## src/rtl/core/izh_pkg.sv

```systemverilog
// Types, constants and saturating helpers shared by the neuron core and its multiplier.
package izh_pkg;

	localparam int FRAC_BITS = 24;
	localparam int STATE_WIDTH = 48;
	localparam int CFG_W = 32;
	localparam int CFG_IDX_W = 3;
	localparam int MS_W = 16;
	localparam int MS_PER_S = 1000;
	localparam int MS_HALF = MS_PER_S / 2;
	localparam int DIV_W = MS_W + FRAC_BITS;
	localparam int MS_FX_INT = (1 << FRAC_BITS) / MS_PER_S;
	localparam int MS_FX_REM = (1 << FRAC_BITS) % MS_PER_S;
	localparam int REM_W = $clog2(MS_FX_REM * ((1 << MS_W) - 1) + MS_HALF + 1);
	localparam int RECIP_SH = 34;
	localparam int RECIP_W = RECIP_SH - $clog2(MS_PER_S) + 1;
	localparam longint MS_RECIP = ((longint'(1) << RECIP_SH) + MS_PER_S - 1) / MS_PER_S;
	localparam int PROD_W = REM_W + RECIP_W;

	typedef logic signed [STATE_WIDTH-1:0] word_t;
	typedef logic signed [CFG_W-1:0] cfg_word_t;

	localparam longint FX_ONE = longint'(1) << FRAC_BITS;

	localparam word_t SAT_MAX = {1'b0, {(STATE_WIDTH-1){1'b1}}};
	localparam word_t SAT_MIN = {1'b1, {(STATE_WIDTH-1){1'b0}}};

	localparam word_t K_QUAD = word_t'((4 * FX_ONE + 50) / 100);
	localparam word_t K_LIN = word_t'(5 * FX_ONE);
	localparam word_t K_140 = word_t'(140 * FX_ONE);
	localparam word_t K_HALF = word_t'((FX_ONE + 1) / 2);
	localparam word_t K_SYN_DECAY = word_t'((8 * FX_ONE + 5) / 10);
	localparam word_t K_DEND_DECAY = word_t'((95 * FX_ONE + 50) / 100);
	localparam word_t K_DRIFT_DOWN = word_t'((2 * FX_ONE + 50) / 100);
	localparam word_t K_DRIFT_UP = word_t'((3 * FX_ONE + 50) / 100);
	localparam word_t K_RELAX = word_t'((FX_ONE + 500) / 1000);
	localparam word_t K_THR_MIN = word_t'(22 * FX_ONE);
	localparam word_t K_THR_MAX = word_t'(32 * FX_ONE);
	localparam word_t K_THR_REST = word_t'(30 * FX_ONE);
	localparam word_t V_RESET = word_t'(-(65 * FX_ONE));
	localparam word_t U_RESET = word_t'(-(13 * FX_ONE));

	localparam cfg_word_t A_RESET = cfg_word_t'((2 * FX_ONE + 50) / 100);
	localparam cfg_word_t B_RESET = cfg_word_t'((2 * FX_ONE + 5) / 10);
	localparam cfg_word_t C_RESET = cfg_word_t'(-(65 * FX_ONE));
	localparam cfg_word_t D_RESET = cfg_word_t'(8 * FX_ONE);
	localparam cfg_word_t BIAS_RESET = cfg_word_t'(3 * FX_ONE);

	localparam logic [CFG_W-1:0] RATE_LOW = CFG_W'(FX_ONE / 2);
	localparam logic [CFG_W-1:0] RATE_HIGH = CFG_W'(8 * FX_ONE);

	typedef enum logic [1:0] {
		OP_TICK,
		OP_DRIFT,
		OP_INIT
	} opcode_t;

	typedef enum logic [CFG_IDX_W-1:0] {
		CFG_RECOVERY_RATE,
		CFG_RECOVERY_SENS,
		CFG_RESET_POT,
		CFG_RESET_INC,
		CFG_BIAS
	} cfg_index_t;

	typedef enum logic [4:0] {
		ST_IDLE,
		ST_TICK_ADD,
		ST_ITOT_SD,
		ST_ITOT_BIAS,
		ST_ITOT_NOISE,
		ST_HS_SQ1,
		ST_HS_SQ2,
		ST_HS_LIN,
		ST_HS_K140,
		ST_HS_SUBU,
		ST_HS_ADDI,
		ST_HS_HALF,
		ST_REC_BV,
		ST_REC_AF,
		ST_SPIKE,
		ST_DECAY_SYN,
		ST_DECAY_DEND,
		ST_DRIFT_DIV,
		ST_DRIFT_LO,
		ST_DRIFT_HI,
		ST_DRIFT_DIFF,
		ST_DRIFT_SCALE,
		ST_DRIFT_MID,
		ST_INIT_V,
		ST_INIT_U,
		ST_DONE
	} state_t;

	typedef struct packed {
		logic [1:0] opcode;
		logic signed [CFG_W-1:0] synaptic_add;
		logic signed [CFG_W-1:0] dendritic_add;
		logic signed [CFG_W-1:0] noise_current;
		logic [CFG_W-1:0] firing_rate;
		logic [MS_W-1:0] drift_ms;
	} req_t;

	typedef struct packed {
		logic fired;
		logic signed [STATE_WIDTH-1:0] membrane_potential;
		logic signed [STATE_WIDTH-1:0] recovery_value;
		logic signed [STATE_WIDTH-1:0] threshold_level;
	} rsp_t;

	function automatic word_t sat_add(word_t a, word_t b);
		logic [STATE_WIDTH:0] s;
		s = {a[STATE_WIDTH-1], a} + {b[STATE_WIDTH-1], b};
		if (s[STATE_WIDTH] != s[STATE_WIDTH-1]) begin
			return s[STATE_WIDTH] ? SAT_MIN : SAT_MAX;
		end
		return s[STATE_WIDTH-1:0];
	endfunction

	function automatic word_t sat_sub(word_t a, word_t b);
		logic [STATE_WIDTH:0] s;
		s = {a[STATE_WIDTH-1], a} - {b[STATE_WIDTH-1], b};
		if (s[STATE_WIDTH] != s[STATE_WIDTH-1]) begin
			return s[STATE_WIDTH] ? SAT_MIN : SAT_MAX;
		end
		return s[STATE_WIDTH-1:0];
	endfunction

	function automatic word_t sext32(logic [CFG_W-1:0] x);
		return {{(STATE_WIDTH-CFG_W){x[CFG_W-1]}}, x};
	endfunction

endpackage

```

## src/rtl/core/izh_mul.sv

```systemverilog
// Shared fixed-point multiplier: four half-width partial products, round and saturate.
module izh_mul (
	input logic clk,
	input logic arst_n,
	input logic start,
	input izh_pkg::word_t op_a,
	input izh_pkg::word_t op_b,
	output logic done,
	output izh_pkg::word_t prod
);
	import izh_pkg::*;

	localparam int PART_W = STATE_WIDTH / 2;
	localparam int ACC_W = 2 * STATE_WIDTH;
	localparam int Q_W = ACC_W - FRAC_BITS;

	typedef logic [STATE_WIDTH-1:0] mag_t;

	logic run_q, fin_q, done_q, neg_q;
	logic [1:0] step_q;
	mag_t ma_q, mb_q;
	logic [ACC_W-1:0] acc_q;
	word_t prod_q;
	logic [PART_W-1:0] pa, pb;
	logic [2*PART_W-1:0] pp;
	logic [ACC_W-1:0] pp_sh;
	logic [Q_W-1:0] q_full;
	mag_t lim, q_sat;

	function automatic mag_t magnitude(word_t x);
		return x[STATE_WIDTH-1] ? mag_t'(mag_t'(0) - mag_t'(x)) : mag_t'(x);
	endfunction

	always_comb begin
		pa = step_q[1] ? ma_q[STATE_WIDTH-1:PART_W] : ma_q[PART_W-1:0];
		pb = step_q[0] ? mb_q[STATE_WIDTH-1:PART_W] : mb_q[PART_W-1:0];
		pp = pa * pb;
		case (step_q)
			2'd0: pp_sh = ACC_W'(pp);
			2'd1, 2'd2: pp_sh = ACC_W'(pp) << PART_W;
			default: pp_sh = ACC_W'(pp) << (2 * PART_W);
		endcase
		q_full = acc_q[ACC_W-1:FRAC_BITS];
		lim = neg_q ? mag_t'(SAT_MAX) + mag_t'(1) : mag_t'(SAT_MAX);
		q_sat = (q_full > Q_W'(lim)) ? lim : q_full[STATE_WIDTH-1:0];
	end

	always_ff @(posedge clk or negedge arst_n) begin
		if (!arst_n) begin
			run_q <= 1'b0;
			fin_q <= 1'b0;
			done_q <= 1'b0;
			step_q <= '0;
		end else begin
			fin_q <= run_q && (step_q == 2'd3);
			done_q <= fin_q;
			if (start) begin
				run_q <= 1'b1;
				step_q <= '0;
			end else if (run_q) begin
				step_q <= step_q + 2'd1;
				if (step_q == 2'd3) begin
					run_q <= 1'b0;
				end
			end
		end
	end

	// accumulator starts at half an LSB of the result for round-to-nearest
	always_ff @(posedge clk) begin
		if (start) begin
			neg_q <= op_a[STATE_WIDTH-1] ^ op_b[STATE_WIDTH-1];
			ma_q <= magnitude(op_a);
			mb_q <= magnitude(op_b);
			acc_q <= ACC_W'(1) << (FRAC_BITS - 1);
		end else if (run_q) begin
			acc_q <= acc_q + pp_sh;
		end
		if (fin_q) begin
			prod_q <= neg_q ? word_t'(mag_t'(0) - q_sat) : word_t'(q_sat);
		end
	end

	assign done = done_q;
	assign prod = prod_q;

endmodule

```

## config.mk

```make
export PLATFORM = sky130hd
export DESIGN_NAME = izh_mul
export DESIGN_NICKNAME = d
export VERILOG_FILES = /design/src/rtl/core/izh_pkg.sv /design/src/rtl/core/izh_mul.sv
export SDC_FILE = /design/constraint.sdc
export NUM_CORES = 2
export LEC_CHECK = 0
export ABC_AREA = 1
export BUFFER_PORTS_ARGS = -buffer_cell sky130_fd_sc_hd__buf_2
export CAP_MARGIN = 10
export CORE_ASPECT_RATIO = 0.75
export CORE_MARGIN = 2
export CORE_UTILIZATION = 50
export DETAILED_ROUTE_END_ITERATION = 7
export PLACE_DENSITY = 0.78
export SETUP_SLACK_MARGIN = 0.15
export SYNTH_ARGS = -nofsm -noshare
export SYNTH_HDL_FRONTEND = slang
export SYNTH_SLANG_ARGS = --single-unit
```

## constraint.sdc

```tcl
create_clock -name clk -period 12.6 [get_ports clk]
set_clock_uncertainty 0.2 [all_clocks]
set_input_delay 0.63 -clock clk [delete_from_list [all_inputs] [get_ports clk]]
set_output_delay 0.63 -clock clk [all_outputs]
set_load 0.005 [all_outputs]
```

==> summary.txt <==
Initial Utilization -> 0.505
Syn Inst Count -> 5609
Root Buffer -> clkbuf_16
CP dominant cell by count -> inv_1
FF/Latch Area -> 6400 um2
busiest layer in global routing -> met1
FFs w/ async S/R, synth -> 0.0203
gr usage total -> 0.349
clk_lat worst skew -> 0.62 ns
Reg clk slew, reported paths -> 0.06 ns
Crit. Startpoint -> step_q[1]
antenna violations before repair -> 4
Routed WL per cell -> 21.7 um
TritonCTS clock tree -> done
Final period util -> 0.969
met1 Use GR -> 0.518
DP Worst Slack -> 0.555 ns
Startpoint Class -> flip-flop
Seq cells post-synth -> 246
final setup fails -> 0
drc violations -> 0
fin nets -> 6643
routing usage on met2 -> 0.448
Post-synth EDFFs -> 145
Syn. warnings -> 0
delay-heaviest family, CP -> adder cells
Vias -> 39155
max_cap viols -> 0
most common cell after layout, fill and taps aside -> inv_1
gpl congestion -> 1.10
first-pass GRT wire length -> 222000 um
die width -> 333 um
WP data arrival -> 12.58 ns
slack of the worst reg-to-reg path -> 0.39 ns
Congestion Overflow GR -> 0
Syn Std Cell Area -> 40600 um2
final worst slack -> 0.385 ns
Buf/Inv on CP -> 12
Final Cell Area -> 43900 um2
slowest library cell on the worst path -> fa_1
Hold Path Origin -> op_a[0]
Crit. End Element -> flip-flop
Hold Path Depth -> 1
Pre-antenna DRT Iters -> 7
RSZ-0062 raised after global routing -> yes
Worst Tran Pin Value -> 1.35 ns
Layout area overhead -> 8.19%
routed wire length -> 148000 um
met3 Resource Use GR -> 0.168
Max-slew headroom -> 0.0995
Avg Cell Area, Syn -> 7.24 um2
Die Area -> 83600 um2
ys flop type -> edfxtp_1
Core Area -> 80400 um2
num rows -> 90
setup TNS -> 0 ns
HPWL Detailed -> 122000 um
status -> finished, final reports clean
DIE HEIGHT -> 251 um
WP data required -> 12.96 ns
Hold Violations, Final -> 0
Net Count, Synth -> 6513
register area share after synthesis -> 0.158
# IOs -> 148
layout cells sized above 1 -> 0.0805
fillers -> 7705
max-slew violation count -> 0
Synth cell types -> 60
DRT iter0 DRCs -> 4713
Hold Path Sink -> ma_q[0]
Post-DP Area -> 42900 um2
largest net degree at the start of global routing -> 92
Reg2Reg Depth -> 47
critical path type -> flip-flop to flip-flop
H-tree depth -> 1
total CTS buffers -> 29
Vias/cell -> 5.74
multi-input combinational cell area -> 29200 um2
CTS Sinks -> 246
reg-to-reg endpoint -> acc_q[94]
vias in the first global route -> 37019
Layout Utilization -> 0.547
Max Buffers Root-to-Sink -> 3
most frequent cells in the layout -> 1142 x inv_1, 1015 x nand2_1, 759 x nor2_1
worst-path maximum fanout -> 13
CP max stage delay -> 0.62 ns
antenna-violating nets left -> 0
FMAX -> 81.9 MHz
Worst R2R Start -> step_q[1]
Hold/Removal Path Class -> input pin to flip-flop
Period minus WS final -> 12.21 ns
Port Buffers -> 147
cells by family (layout without fill, tap and decap cells):
kind of cell	Yosys count	in the layout	share of synthesized area
AOI/OAI and AO/OA	842	842	0.115
xor gates and xnor gates	197	197	0.0425
adders and majority gates	805	805	0.337
buffers and inverters	1331	1484	0.125
DFF	246	246	0.158
muxes	2	2	0.000524
other	0	3	0
and+or+nand+nor	2186	2186	0.223
through the flow:
stage	hold slack [ns]	std cells
global route	0.0489	6821
CTS	0.0352	6817
detailed placement	0.267	6762
finish	0.0503	6823
floorplan	0.134	5609
global placement	0.255	6762
repair_timing:
action	4_1_cts	5_1_grt
hold buffers	1	0
gates resized for setup	0	15
endpoints found under the setup margin	0	19
buffers inserted	0	1
endpoints found under the hold margin	5	0
synthesized netlist by cell type, drive strengths merged (96+ instances only):
library cell  instances  share of area
xor2                121          0.026
inv                1159           0.11
dfxtp                96          0.047
fa                  483           0.24
a21oi               292          0.036
clkbuf              144          0.013
edfxtp              145           0.11
nand3               163          0.021
o21ai               352          0.044
ha                  322          0.099
nand2              1036          0.097
nor2                777          0.073
flip-flops by register name, summed over array words and instances, names as in the netlist:
name and count:
prod 48, done 1, run_q 1, step_q 2
acc_q 96, neg_q 1, fin_q 1, mb_q 48
ma_q 48
area by class of cell:
class,instances,share of cell area
Tap cell,1058,0.0301
Clock buffer,39,0.0186
Clock inverter,15,0.00370
Antenna cell,3,0.000171
Timing Repair Buffer,258,0.0360
Timing Repair inverter,1,0.000114
Multi-Input combinational cell,4032,0.665
Sequential cell,246,0.146
Inverter,1171,0.100
how the worst max path moves through the flow:
stage	endpoint	slack [ns]	cells after the start
2_1_floorplan	acc_q[58]	3.03	49
3_3_place_gp	acc_q[54]	0.84	40
3_5_place_dp	acc_q[94]	0.56	42
4_1_cts	acc_q[94]	0.49	42
5_1_grt	acc_q[94]	0.13	47
6_report	acc_q[94]	0.39	47
metal layers:
metal  up-vias  wire, um
met3       287     25900
met5         -       338
met4        14      3620
met2      2493     55100
met1     18565     63300
li1      17796         -
worst register-to-register path: cells and delay by family (launching register included):
kind / cells / cell delay [ns]
and+or+nand+nor: 15 / 2.75
DFF: 1 / 0.50
adders and majority gates: 9 / 4.30
xor gates and xnor gates: 1 / 0.47
AOI/OAI and AO/OA: 10 / 2.18
buffers and inverters: 12 / 1.74
Power is left out: the tool's default activity adds up to more than one toggle a clock period on the data nets, which glitch-free logic cannot reach.
